--- config.mk ---
export PLATFORM = sky130hd
export DESIGN_NAME = sensor_exponential_smoother
export DESIGN_NICKNAME = d
export VERILOG_FILES = /design/src/rtl/sesm_pkg.sv /design/src/rtl/sesm_lane.sv /design/src/rtl/sensor_exponential_smoother.sv
export SDC_FILE = /design/constraint.sdc
export NUM_CORES = 2
export LEC_CHECK = 0
export ABC_AREA = 1
export CAP_MARGIN = 10
export CORE_ASPECT_RATIO = 1.1
export CORE_MARGIN = 3
export CORE_UTILIZATION = 61
export CTS_BUF_LIST = sky130_fd_sc_hd__clkbuf_16
export DETAILED_ROUTE_END_ITERATION = 10
export DONT_BUFFER_PORTS = 1
export MAX_ROUTING_LAYER = met4
export PLACE_DENSITY = 0.86
export SYNTH_ARGS = -nofsm -noshare
export SYNTH_HDL_FRONTEND = slang
export SYNTH_SLANG_ARGS = --single-unit
--- constraint.sdc ---
create_clock -name i_clk -period 7.95 [get_ports i_clk]
set_clock_uncertainty 0.2 [all_clocks]
set_input_delay 1.1925 -clock i_clk [delete_from_list [all_inputs] [get_ports i_clk]]
set_output_delay 1.1925 -clock i_clk [all_outputs]
set_load 0.02 [all_outputs]
--- src/rtl/sesm_pkg.sv ---
package sesm_pkg;

    // Field widths
    localparam int unsigned ALPHA_W  = 16;
    localparam int unsigned TEMP_W   = 16;
    localparam int unsigned HUM_W    = 16;
    localparam int unsigned LIGHT_W  = 32;
    localparam int unsigned SMOKE_W  = 16;

    // Packing of the data bus, lowest field first
    localparam int unsigned TEMP_LSB  = 0;
    localparam int unsigned HUM_LSB   = TEMP_LSB + TEMP_W;
    localparam int unsigned LIGHT_LSB = HUM_LSB + HUM_W;
    localparam int unsigned SMOKE_LSB = LIGHT_LSB + LIGHT_W;
    localparam int unsigned DATA_W    = SMOKE_LSB + SMOKE_W;

    // Input flag positions in tuser
    localparam int unsigned IN_USER_W   = 2;
    localparam int unsigned USER_CMD    = 0;
    localparam int unsigned USER_SVALID = 1;

    // Configuration port
    localparam int unsigned CFG_ADDR_W = 8;
    localparam logic [CFG_ADDR_W-1:0] REG_ALPHA_NUM = 8'd0;
    localparam logic [CFG_ADDR_W-1:0] REG_ALPHA_DEN = 8'd1;
    localparam logic [ALPHA_W-1:0] ALPHA_NUM_RST = 16'd1;
    localparam logic [ALPHA_W-1:0] ALPHA_DEN_RST = 16'd8;

    // Serial step counter: the widest channel sets the length
    localparam int unsigned CNT_W = $clog2(LIGHT_W + 1);

    // Result status codes
    typedef enum logic [1:0] {
        ST_ACCEPT = 2'd0,
        ST_REJECT = 2'd1,
        ST_CLEAR  = 2'd2
    } t_status;

    // Controls from the sequencer to each scaler lane
    typedef struct packed {
        logic load;
        logic step;
    } t_lane_ctl;

endpackage

--- src/rtl/sesm_lane.sv ---
// Bit-serial scaler: o_quo = floor(mag * num / den), one magnitude bit per
// step, MSB first. Remainder stays below den, so each step yields a
// quotient digit of 0, 1 or 2 (num never exceeds den on this path).
module sesm_lane #(
    parameter int unsigned MAG_W = 16
) (
    input  logic                          i_clk,
    input  sesm_pkg::t_lane_ctl           i_ctl,
    input  logic [sesm_pkg::ALPHA_W-1:0]  i_num,
    input  logic [sesm_pkg::ALPHA_W-1:0]  i_den,
    input  logic [MAG_W-1:0]              i_mag,
    output logic [MAG_W-1:0]              o_quo
);
    import sesm_pkg::*;

    logic [MAG_W-1:0]   r_mag;
    logic [ALPHA_W-1:0] r_rem;
    logic [MAG_W-1:0]   r_quo;

    logic [ALPHA_W+1:0] w_sum;
    logic [ALPHA_W+1:0] w_den1;
    logic [ALPHA_W+1:0] w_den2;
    logic [ALPHA_W+1:0] w_rest;
    logic [1:0]         w_dig;
    logic [ALPHA_W-1:0] n_rem;
    logic [MAG_W-1:0]   n_quo;

    // Horner step: rem = 2*rem + bit*num, then reduce by den or 2*den
    always_comb begin
        w_den1 = {2'b00, i_den};
        w_den2 = {1'b0, i_den, 1'b0};
        w_sum  = {1'b0, r_rem, 1'b0} + (r_mag[MAG_W-1] ? {2'b00, i_num} : '0);
        priority if (w_sum >= w_den2) begin
            w_rest = w_sum - w_den2;
            w_dig  = 2'd2;
        end else if (w_sum >= w_den1) begin
            w_rest = w_sum - w_den1;
            w_dig  = 2'd1;
        end else begin
            w_rest = w_sum;
            w_dig  = 2'd0;
        end
        n_rem = w_rest[ALPHA_W-1:0];
        n_quo = {r_quo[MAG_W-2:0], 1'b0} + MAG_W'(w_dig);
    end

    // Datapath registers, no reset needed
    always_ff @(posedge i_clk) begin
        if (i_ctl.load) begin
            r_mag <= i_mag;
            r_rem <= '0;
            r_quo <= '0;
        end else if (i_ctl.step) begin
            r_mag <= {r_mag[MAG_W-2:0], 1'b0};
            r_rem <= n_rem;
            r_quo <= n_quo;
        end
    end

    assign o_quo = r_quo;

endmodule

--- src/rtl/sensor_exponential_smoother.sv ---
// Four-channel exponential smoother (temperature, humidity, light, smoke).
// A filtered sample with history: on acceptance the magnitudes are formed and
// loaded into the bit-serial scalers, 32 serial steps follow (one magnitude
// bit per cycle; the 32-bit light channel sets the length, the 16-bit
// channels run in parallel and finish early), then the held values are
// updated and the output register is loaded once it is free. Restart, rejected
// samples and the first sample after restart go straight to the output
// register. The result sits there, so the next word is accepted while a
// result waits downstream. Configure alpha only while the block is idle.
module sensor_exponential_smoother (
    input  logic                                i_clk,
    input  logic                                i_rst_n,
    // configuration write channel
    input  logic                                i_cfg_valid,
    output logic                                o_cfg_ready,
    input  logic [sesm_pkg::CFG_ADDR_W-1:0]     i_cfg_addr,
    input  logic [sesm_pkg::ALPHA_W-1:0]        i_cfg_data,
    // input stream
    input  logic                                s_axis_tvalid,
    output logic                                s_axis_tready,
    // tdata: temperature_in[15:0], humidity_in[31:16], light_in[63:32], smoke_in[79:64]
    input  logic [sesm_pkg::DATA_W-1:0]         s_axis_tdata,
    // tuser: command[0], sample_valid[1]
    input  logic [sesm_pkg::IN_USER_W-1:0]      s_axis_tuser,
    // output stream
    output logic                                m_axis_tvalid,
    input  logic                                m_axis_tready,
    // tdata: temperature_out[15:0], humidity_out[31:16], light_out[63:32], smoke_out[79:64]
    output logic [sesm_pkg::DATA_W-1:0]         m_axis_tdata,
    // tuser: status[1:0]
    output logic [1:0]                          m_axis_tuser
);
    import sesm_pkg::*;

    typedef enum logic [2:0] {
        S_IDLE = 3'b001,
        S_CALC = 3'b010,
        S_EMIT = 3'b100
    } t_state;

    t_state             r_state, n_state;
    logic [CNT_W-1:0]   r_cnt, n_cnt;
    logic               r_primed, n_primed;
    logic [ALPHA_W-1:0] r_alpha_num, n_alpha_num;
    logic [ALPHA_W-1:0] r_alpha_den, n_alpha_den;
    t_status            r_status, n_status;
    logic [3:0]         r_neg, n_neg;
    logic [TEMP_W-1:0]  r_held_t, n_held_t;
    logic [HUM_W-1:0]   r_held_h, n_held_h;
    logic [LIGHT_W-1:0] r_held_l, n_held_l;
    logic [SMOKE_W-1:0] r_held_s, n_held_s;
    logic               r_out_valid, n_out_valid;
    t_status            r_out_status, n_out_status;
    logic [DATA_W-1:0]  r_out_data, n_out_data;

    logic               w_accept;
    logic               w_cfg_we;
    logic               w_cmd;
    logic               w_svalid;
    logic               w_bad;
    logic [TEMP_W-1:0]  w_t_in;
    logic [HUM_W-1:0]   w_h_in;
    logic [LIGHT_W-1:0] w_l_in;
    logic [SMOKE_W-1:0] w_s_in;
    logic [TEMP_W:0]    w_dt, w_at;
    logic [HUM_W:0]     w_dh, w_ah;
    logic [LIGHT_W:0]   w_dl, w_al;
    logic [SMOKE_W:0]   w_ds, w_as;
    logic [TEMP_W-1:0]  w_q_t;
    logic [HUM_W-1:0]   w_q_h;
    logic [LIGHT_W-1:0] w_q_l;
    logic [SMOKE_W-1:0] w_q_s;
    logic               w_out_free;
    t_lane_ctl          w_ctl_t, w_ctl_h, w_ctl_l, w_ctl_s;

    // Handshakes
    assign o_cfg_ready   = 1'b1;
    assign w_cfg_we      = i_cfg_valid & o_cfg_ready;
    assign s_axis_tready = (r_state == S_IDLE);
    assign w_accept      = s_axis_tvalid & s_axis_tready;
    assign w_out_free    = !r_out_valid || m_axis_tready;

    // Field extraction
    assign w_cmd    = s_axis_tuser[USER_CMD];
    assign w_svalid = s_axis_tuser[USER_SVALID];
    assign w_t_in   = s_axis_tdata[TEMP_LSB  +: TEMP_W];
    assign w_h_in   = s_axis_tdata[HUM_LSB   +: HUM_W];
    assign w_l_in   = s_axis_tdata[LIGHT_LSB +: LIGHT_W];
    assign w_s_in   = s_axis_tdata[SMOKE_LSB +: SMOKE_W];

    assign w_bad = (r_alpha_den == '0) || (r_alpha_num == '0) || (r_alpha_num > r_alpha_den);

    // Change from held value; sign bit gives direction, magnitude goes to lanes
    always_comb begin
        w_dt = {w_t_in[TEMP_W-1], w_t_in} - {r_held_t[TEMP_W-1], r_held_t};
        w_dh = {1'b0, w_h_in} - {1'b0, r_held_h};
        w_dl = {1'b0, w_l_in} - {1'b0, r_held_l};
        w_ds = {1'b0, w_s_in} - {1'b0, r_held_s};
        w_at = w_dt[TEMP_W]  ? ('0 - w_dt) : w_dt;
        w_ah = w_dh[HUM_W]   ? ('0 - w_dh) : w_dh;
        w_al = w_dl[LIGHT_W] ? ('0 - w_dl) : w_dl;
        w_as = w_ds[SMOKE_W] ? ('0 - w_ds) : w_ds;
    end

    // Lane controls: load on a filtered, primed sample; each lane steps its width
    always_comb begin
        logic w_load;
        w_load       = w_accept && !w_cmd && w_svalid && !w_bad && r_primed;
        w_ctl_t.load = w_load;
        w_ctl_h.load = w_load;
        w_ctl_l.load = w_load;
        w_ctl_s.load = w_load;
        w_ctl_t.step = (r_state == S_CALC) && (r_cnt < CNT_W'(TEMP_W));
        w_ctl_h.step = (r_state == S_CALC) && (r_cnt < CNT_W'(HUM_W));
        w_ctl_l.step = (r_state == S_CALC) && (r_cnt < CNT_W'(LIGHT_W));
        w_ctl_s.step = (r_state == S_CALC) && (r_cnt < CNT_W'(SMOKE_W));
    end

    sesm_lane #(.MAG_W(TEMP_W)) u_lane_t (
        .i_clk(i_clk), .i_ctl(w_ctl_t), .i_num(r_alpha_num), .i_den(r_alpha_den),
        .i_mag(w_at[TEMP_W-1:0]), .o_quo(w_q_t)
    );
    sesm_lane #(.MAG_W(HUM_W)) u_lane_h (
        .i_clk(i_clk), .i_ctl(w_ctl_h), .i_num(r_alpha_num), .i_den(r_alpha_den),
        .i_mag(w_ah[HUM_W-1:0]), .o_quo(w_q_h)
    );
    sesm_lane #(.MAG_W(LIGHT_W)) u_lane_l (
        .i_clk(i_clk), .i_ctl(w_ctl_l), .i_num(r_alpha_num), .i_den(r_alpha_den),
        .i_mag(w_al[LIGHT_W-1:0]), .o_quo(w_q_l)
    );
    sesm_lane #(.MAG_W(SMOKE_W)) u_lane_s (
        .i_clk(i_clk), .i_ctl(w_ctl_s), .i_num(r_alpha_num), .i_den(r_alpha_den),
        .i_mag(w_as[SMOKE_W-1:0]), .o_quo(w_q_s)
    );

    // Sequencer and state update
    always_comb begin
        n_state      = r_state;
        n_cnt        = r_cnt;
        n_primed     = r_primed;
        n_alpha_num  = r_alpha_num;
        n_alpha_den  = r_alpha_den;
        n_status     = r_status;
        n_neg        = r_neg;
        n_held_t     = r_held_t;
        n_held_h     = r_held_h;
        n_held_l     = r_held_l;
        n_held_s     = r_held_s;
        n_out_valid  = r_out_valid && !m_axis_tready;
        n_out_status = r_out_status;
        n_out_data   = r_out_data;

        // config writes; indexes beyond the list are dropped
        if (w_cfg_we) begin
            if (i_cfg_addr == REG_ALPHA_NUM) begin
                n_alpha_num = i_cfg_data;
            end else if (i_cfg_addr == REG_ALPHA_DEN) begin
                n_alpha_den = i_cfg_data;
            end
        end

        unique case (r_state)
            S_IDLE: begin
                if (w_accept) begin
                    n_cnt = '0;
                    priority if (w_cmd) begin
                        n_primed = 1'b0;
                        n_status = ST_CLEAR;
                        n_state  = S_EMIT;
                    end else if (!w_svalid || w_bad) begin
                        n_status = ST_REJECT;
                        n_state  = S_EMIT;
                    end else if (!r_primed) begin
                        // first sample primes the store
                        n_primed = 1'b1;
                        n_held_t = w_t_in;
                        n_held_h = w_h_in;
                        n_held_l = w_l_in;
                        n_held_s = w_s_in;
                        n_status = ST_ACCEPT;
                        n_state  = S_EMIT;
                    end else begin
                        n_neg    = {w_ds[SMOKE_W], w_dl[LIGHT_W], w_dh[HUM_W], w_dt[TEMP_W]};
                        n_status = ST_ACCEPT;
                        n_state  = S_CALC;
                    end
                end
            end
            S_CALC: begin
                n_cnt = r_cnt + 1'b1;
                if (r_cnt == CNT_W'(LIGHT_W)) begin
                    // scaled steps are in; move toward the samples
                    n_held_t = r_neg[0] ? r_held_t - w_q_t : r_held_t + w_q_t;
                    n_held_h = r_neg[1] ? r_held_h - w_q_h : r_held_h + w_q_h;
                    n_held_l = r_neg[2] ? r_held_l - w_q_l : r_held_l + w_q_l;
                    n_held_s = r_neg[3] ? r_held_s - w_q_s : r_held_s + w_q_s;
                    n_state  = S_EMIT;
                end
            end
            S_EMIT: begin
                if (w_out_free) begin
                    n_out_valid  = 1'b1;
                    n_out_status = r_status;
                    n_out_data   = (r_status == ST_ACCEPT) ?
                                   {r_held_s, r_held_l, r_held_h, r_held_t} : '0;
                    n_state      = S_IDLE;
                end
            end
            default: begin
                n_state = S_IDLE;
            end
        endcase
    end

    always_ff @(posedge i_clk) begin
        if (!i_rst_n) begin
            r_state     <= S_IDLE;
            r_cnt       <= '0;
            r_primed    <= 1'b0;
            r_alpha_num <= ALPHA_NUM_RST;
            r_alpha_den <= ALPHA_DEN_RST;
            r_held_t    <= '0;
            r_held_h    <= '0;
            r_held_l    <= '0;
            r_held_s    <= '0;
            r_out_valid <= 1'b0;
        end else begin
            r_state     <= n_state;
            r_cnt       <= n_cnt;
            r_primed    <= n_primed;
            r_alpha_num <= n_alpha_num;
            r_alpha_den <= n_alpha_den;
            r_held_t    <= n_held_t;
            r_held_h    <= n_held_h;
            r_held_l    <= n_held_l;
            r_held_s    <= n_held_s;
            r_out_valid <= n_out_valid;
        end
    end

    // Payload registers
    always_ff @(posedge i_clk) begin
        r_status     <= n_status;
        r_neg        <= n_neg;
        r_out_status <= n_out_status;
        r_out_data   <= n_out_data;
    end

    assign m_axis_tvalid = r_out_valid;
    assign m_axis_tdata  = r_out_data;
    assign m_axis_tuser  = r_out_status;

    // Restart clears history on the next edge
    a_restart_clears: assert property (@(posedge i_clk) disable iff (!i_rst_n)
        (w_accept && w_cmd) |=> (!r_primed && r_status == ST_CLEAR))
        else $error("restart did not clear primed flag");

    // Bad weight rejects without touching history
    a_bad_weight_rejects: assert property (@(posedge i_clk) disable iff (!i_rst_n)
        (w_accept && !w_cmd && w_bad) |=>
            (r_state == S_EMIT && r_status == ST_REJECT && $stable(r_held_l)))
        else $error("bad weight sample was not rejected");

    // First sample after restart passes straight into the store
    a_prime_passthrough: assert property (@(posedge i_clk) disable iff (!i_rst_n)
        (w_accept && !w_cmd && w_svalid && !w_bad && !r_primed) |=>
            (r_primed && r_held_l == $past(w_l_in) && r_held_t == $past(w_t_in)))
        else $error("priming sample not stored");

    // Serial pass ends after the widest lane and hands off to the output stage
    a_calc_length: assert property (@(posedge i_clk) disable iff (!i_rst_n)
        (r_state == S_CALC && r_cnt == CNT_W'(LIGHT_W)) |=> (r_state == S_EMIT))
        else $error("scaler pass length wrong");

endmodule
; ---- After elaboration in Yosys (flattened, before gate mapping)
; Cells that the tools add are included.
[totals]
out_inout_bits = 85
elab_cells = 192
input_bits = 111
ff_bits = 435
[op_classes]
n_addsub = 33
eq_ne = 12
mux = 74
n_reduce_logical = 32
bitwise_logic = 4
n_lt_le_gt_ge = 11
[op_table]
columns = operator, count
row1 = $mux W16, 39
row2 = $mux W32, 9
row3 = $sub A16 B16 Y16, 11
row4 = $pmux W16 S2, 3
row5 = $add A17 B16 Y18, 4
row6 = $ge A18 B16 Y1, 4
row7 = $ge A18 B17 Y1, 4
row8 = $pmux W32 S2, 1
row9 = $sub A16 B16 Y17, 3
row10 = $add A16 B16 Y16, 3
row11 = $add A16 B2 Y16, 3
row12 = $sub A1 B16 Y16 const A, 3
row13 = $sub A32 B32 Y33, 1
row14 = $add A32 B2 Y32, 1
row15 = $add A32 B32 Y32, 1
row16 = $logic_not A16 Y1, 2
row17 = $sub A1 B32 Y32 const A, 1
row18 = $sub A32 B32 Y32, 1
row19 = $mux W3, 6
row20 = $gt A16 B16 Y1, 1
row21 = $pmux W6 S2, 1
row22 = $ne A2 B2 Y1 const B, 5
row23 = $mux W1, 9
row24 = $pmux W3 S3, 1
row25 = 23 further kinds, 49

; ---- Longest topological paths before layout
[logic_depth]
ltp_word = 8
depth_mapped = 43
mapped_depth_nobuf = 41

; ---- By module
; A second synthesis with hierarchy kept.
[unflattened]
cells_unflattened = 7056
area_unflattened_um2 = 44396.3
[by_module_without_submodules]
columns = module, seq_area_each_um2, cells_per_inst, instances, area_each_um2
row1 = sensor_exponential_smoother, 5104.9, 3519, 1, 21805.9
row2 = sesm_lane at u_lane_h ..., 1121.1, 832, 2, 5267.6
row3 = sesm_lane at u_lane_l, 1921.8, 1021, 1, 6721.4
row4 = sesm_lane at u_lane_t, 1121.1, 852, 1, 5333.9

; ---- Worst setup path after synthesis
; OpenSTA, ideal clock, no wires.
[synth_path]
path_type = input -> register
from = input m_axis_tready
to = register r_out_data[0], in the netlist m_axis_tdata[0] (enable)
stages = 2
t_required_ps = 7200
path_slack_ps = 1976
n_path_buf = 0
setup_time_ps = 550
arrival_time_ps = 5224
cell_sequence = inv_1 a21oi_1
[synth_via]
elab_chain_len = 2
[synth_rtl]
columns = item, line_no
row1 = start: declaration, sensor_exponential_smoother.sv:27  ; input logic m_axis_tready,
row2 = $logic_or A1 B1 Y1, sensor_exponential_smoother.sv:81  ; assign w_out_free = !r_out_valid || m_axis_tready;
row3 = $reduce_and A2 Y1 (no line), n/a
row4 = end signal: assignment, sensor_exponential_smoother.sv:246  ; r_out_data <= n_out_data;
row5 = end: declaration, sensor_exponential_smoother.sv:54  ; logic [DATA_W-1:0] r_out_data, n_out_data;
; No other way between the ends.
; A chain may end at the register's enable or synchronous reset.

; ---- Worst setup path in the final report
[layout_path]
from = register u_lane_l.r_mag[31]
to = register u_lane_l.r_quo[29], in the netlist u_lane_l.o_quo[29]
[layout_via]
elab_chain_len = 6
word_cells_on_any_way = 7
cone_classes = add/sub: 2 / order compare: 2 / mux: 3
[layout_rtl]
columns = item, line_no
row1 = start: declaration, sesm_lane.sv:16  ; logic [MAG_W-1:0] r_mag;
row2 = start signal: assignment, sesm_lane.sv:50  ; r_mag <= i_mag;
row3 = start signal: assignment, sesm_lane.sv:54  ; r_mag <= {r_mag[MAG_W-2:0], 1'b0};
row4 = $mux W16 *, sesm_lane.sv:32  ; w_sum = {1'b0, r_rem, 1'b0} + (r_mag[MAG_W-1] ? {2'b00, i_num} : '0);
row5 = $add A17 B16 Y18 *, sesm_lane.sv:32
row6 = $ge A18 B16 Y1, sesm_lane.sv:36  ; end else if (w_sum >= w_den1) begin
row7 = $mux W1, sesm_lane.sv:36
row8 = $mux W2 *, sesm_lane.sv:33  ; priority if (w_sum >= w_den2) begin
row9 = $add A32 B2 Y32 *, sesm_lane.sv:44  ; n_quo = {r_quo[MAG_W-2:0], 1'b0} + MAG_W'(w_dig);
row10 = end signal: assignment, sesm_lane.sv:56  ; r_quo <= n_quo;
row11 = end: declaration, sesm_lane.sv:18  ; logic [MAG_W-1:0] r_quo;
; Every way passes the cells marked *; elsewhere a longest branch is shown, timed or not.

==> reports/metrics.yaml <==
irDropWorstVdd_v: 0.0002106
grt_pass1_vias: 39040
dpl_cell_area_um2: 42370
layout_common_cells: "1,570 x nand2_1, 904 x inv_1, 618 x nor2_1"
layout_commonest_cell: "nand2_1"
antenna_left: 1
antenna_found_initial: 3
rr_startpoint: "u_lane_l.r_mag[31]"
remaining_drc_errors: 0
run_status: "finished, violations left"
ys.warnings.count: 0
worst_pin_slew_ns: 1.099
synth_edf_count: 168
synthTopCellsByArea: "nand2_1 14%, dfxtp_1 13%, edfxtp_1 12%, ha_1 11%, inv_1 8.0%"
intPower_uw: 5502
clkSinkCount: 435
dp_hpwl_um: 99110
crit_fanout: 17
crit_buf_inv: 4
postSynth.asyncResetShare_pct: 0
yosysUniqueCellTypes: 75
fin_nets: 6781
critPathMostFrequentCell: "nand2_1"
htree_levels: 2
start_kind: "flop"
r2r_slack_ns: 1.84
maxSlewViolCount: 0
start_util_pct: 61.70
worst_ep_arrival_time_ns: 6.47
hold_violations: 0
cts_buffers: 49
vias: 41930
setup_viol: 0
wirelength_um: 130800
synth-main-ff-cell: "dfxtp_1"
cpMaxStageDelayCell: "edfxtp_1"
pin_count: 196
fin_area_um2: 43910
pwr-share-seq_pct: 25.6
clk_pin_slew_ns: 0.06
crit_end: "u_lane_l.o_quo[29]"
cts_setup_buffers: 0
viasPerCell: 5.790
ys_ff_latch: 435
drtIter0Drc: 4469
power.switching_uw: 4845
slew_headroom_pct: 26.75
r2r-end: "u_lane_l.o_quo[29]"
root_buffer: "clkbuf_16"
drt_first_pass_iters: 6
core.rowCount: 100
period_share_pct: 76.91
cts_tree: "built"
grt_pass1_wl_um: 206000
grt_max_degree: 163
die_h_um: 280.7
die_area_um2: 71780
register_area_um2: 10390
grt_usage_pct: 36.35
yosysTopAreaCell: "nand2_1"
area_growth_pct: 4.943
critPathLaunch: "u_lane_l.r_mag[31]"
synth_cells: 6377
min_path_type: "flop to flop"
portBuffers: 0
pwr-share-comb_pct: 53.1
yosysSeqAreaShare_pct: 24.83
crit_cells: 36
hold_buffers: 0
violations: "antenna rules"
fmax_mhz: 163.5
p_total_uw: 10350
core_um2: 67820
syn_nets: 6886
max_cap_violations: 0
final_util_pct: 64.75
hp-start: "r_status[1]"
die_w_um: 255.7
syn_area_per_cell_um2: 6.562
multi_input_comb_area_um2: 27200
cpLargestDelayFamily: "simple AND/OR/NAND/NOR gates"
rsz0062_at_grt: "false"
gr-total-overflow: 0
fillCellCount: 6350
crit_type: "flop to flop"
cp.required_ns: 8.30
cts_buffer_depth: 3
p_leak_uw: 0.02248
critPathCaptureType: "flop"
cpPeakStageDelay_ns: 0.62
switching_share_pct: 46.82
clkPwrFrac_pct: 21.3
cts_resized: 0
insertion_delay_ns: 0.61
syn_area_um2: 41850
rr_worst_depth: 36
fin_setup_tns_ns: 0
synth_top_area_share_pct: 14.09
layout_min_cycle_time_ns: 6.114
drt-wirelength-per-cell_um: 18.06
p_per_area_nw_per_um2: 235.6
drive_gt1_share_pct: 4.673
gp_congestion: 1.072
-- through the flow --
| stage | hold WS, ns | worst slack, ns | std cells |
|---|---|---|---|
| finish | 0.2738 | 1.836 | 7241 |
| global route | 0.2790 | 1.286 | 7235 |
| CTS | 0.2670 | 1.980 | 7231 |
| detailed placement | 0.2503 | 2.002 | 7139 |
| global placement | 0.2464 | 2.167 | 7139 |
| floorplan | 0.2174 | 1.976 | 6377 |
-- sequential cells by signal (all words and copies together) (netlist names), 32 cells and up --
| signal | cells |
|---|---|
| u_lane_l.o_quo | 32 |
| u_lane_l.r_mag | 32 |
| m_axis_tdata | 80 |
| r_held_l | 32 |
-- metal layers --
| metal | vias to the layer above | wire, µm | global-route usage (%) |
|---|---|---|---|
| met5 | - | 0 | - |
| met4 | 0 | 5001 | 13.15 |
| met3 | 311 | 12590 | 6.705 |
| met2 | 1749 | 57430 | 56.85 |
| met1 | 19170 | 55780 | 47.24 |
| li1 | 20700 | - | - |
-- logic make-up (layout without fill, tap and decap cells) --
| kind of cell | after synthesis | in the layout | synth area share (%) |
|---|---|---|---|
| other | 1 | 11 | 0.008962 |
| DFF | 435 | 435 | 24.83 |
| xor gates and xnor gates | 331 | 331 | 6.991 |
| adders and majority gates | 398 | 398 | 12.26 |
| and+or+nand+nor | 2938 | 2938 | 29.98 |
| AOI/OAI and AO/OA | 1179 | 1179 | 15.70 |
| buffers and inverters | 1095 | 1031 | 10.23 |
-- worst min path at each step --
stage                               to  slack [ns]  cells after the start
finish                 m_axis_tuser[1]        0.27                      0
global placement    u_lane_h.r_rem[10]        0.25                      2
floorplan              m_axis_tuser[0]        0.22                      0
detailed placement  u_lane_h.r_rem[10]        0.25                      2
global route           m_axis_tuser[1]        0.28                      0
CTS                    m_axis_tuser[1]        0.27                      0
-- cell type report --
cell class                 instances  share of cell area, %
sequential                       435                  23.66
timing repair buffer              22                 0.4046
inverter                         917                  7.853
tap                              918                  2.616
multi-input combinational       4847                  61.95
clock inverter                    40                 0.4958
antenna                           10                0.05698
clock buffer                      52                  2.963
-- worst reg2reg max path: cells and delay by family, from the launching register on --
kind / cells / cell delay (ns)
simple gates: 20 / 2.55
fa+ha+maj: 4 / 1.14
compound gates: 7 / 0.91
flops: 1 / 0.62
xor+xnor: 1 / 0.34
buf+inv: 4 / 0.31
-- power by group through the flow --
| stage | Combinational [µW] | Clock (µW) | Sequential (µW) |
|---|---|---|---|
| 3_5_place_dp | 5330 | 0 | 2690 |
| 2_1_floorplan | 4210 | 0 | 2630 |
| 4_1_cts | 5380 | 2220 | 2650 |
| 6_report | 5490 | 2200 | 2650 |
| 3_3_place_gp | 5270 | 0 | 2690 |
| 5_1_grt | 6150 | 2300 | 2670 |
-- cell usage after synthesis, types with 6 or more instances --
master / n
nand2_1: 1571
inv_1: 892
nor2_1: 618
a21oi_1: 497
o21ai_0: 409
nand3_1: 406
ha_1: 378
dfxtp_1: 267
xor2_1: 247
edfxtp_1: 168
clkbuf_1: 90
nand4_1: 82
xnor2_1: 82
nor3_1: 62
buf_2: 59
or2_2: 58
a21o_1: 39
o211ai_1: 37
o21ai_1: 32
a31oi_1: 30
nand3b_1: 30
nand2_2: 25
o21bai_1: 21
fa_1: 20
inv_2: 19
nor2_2: 18
o21ai_2: 18
nor4_1: 17
nand3_2: 14
buf_4: 13
nor3_2: 12
a21boi_0: 11
a21oi_2: 11
a211oi_1: 10
o21a_1: 9
o2111ai_1: 8
and2_1: 7
o31ai_1: 7
clkbuf_2: 6
Note: power is estimated with default switching activity, not from simulation.
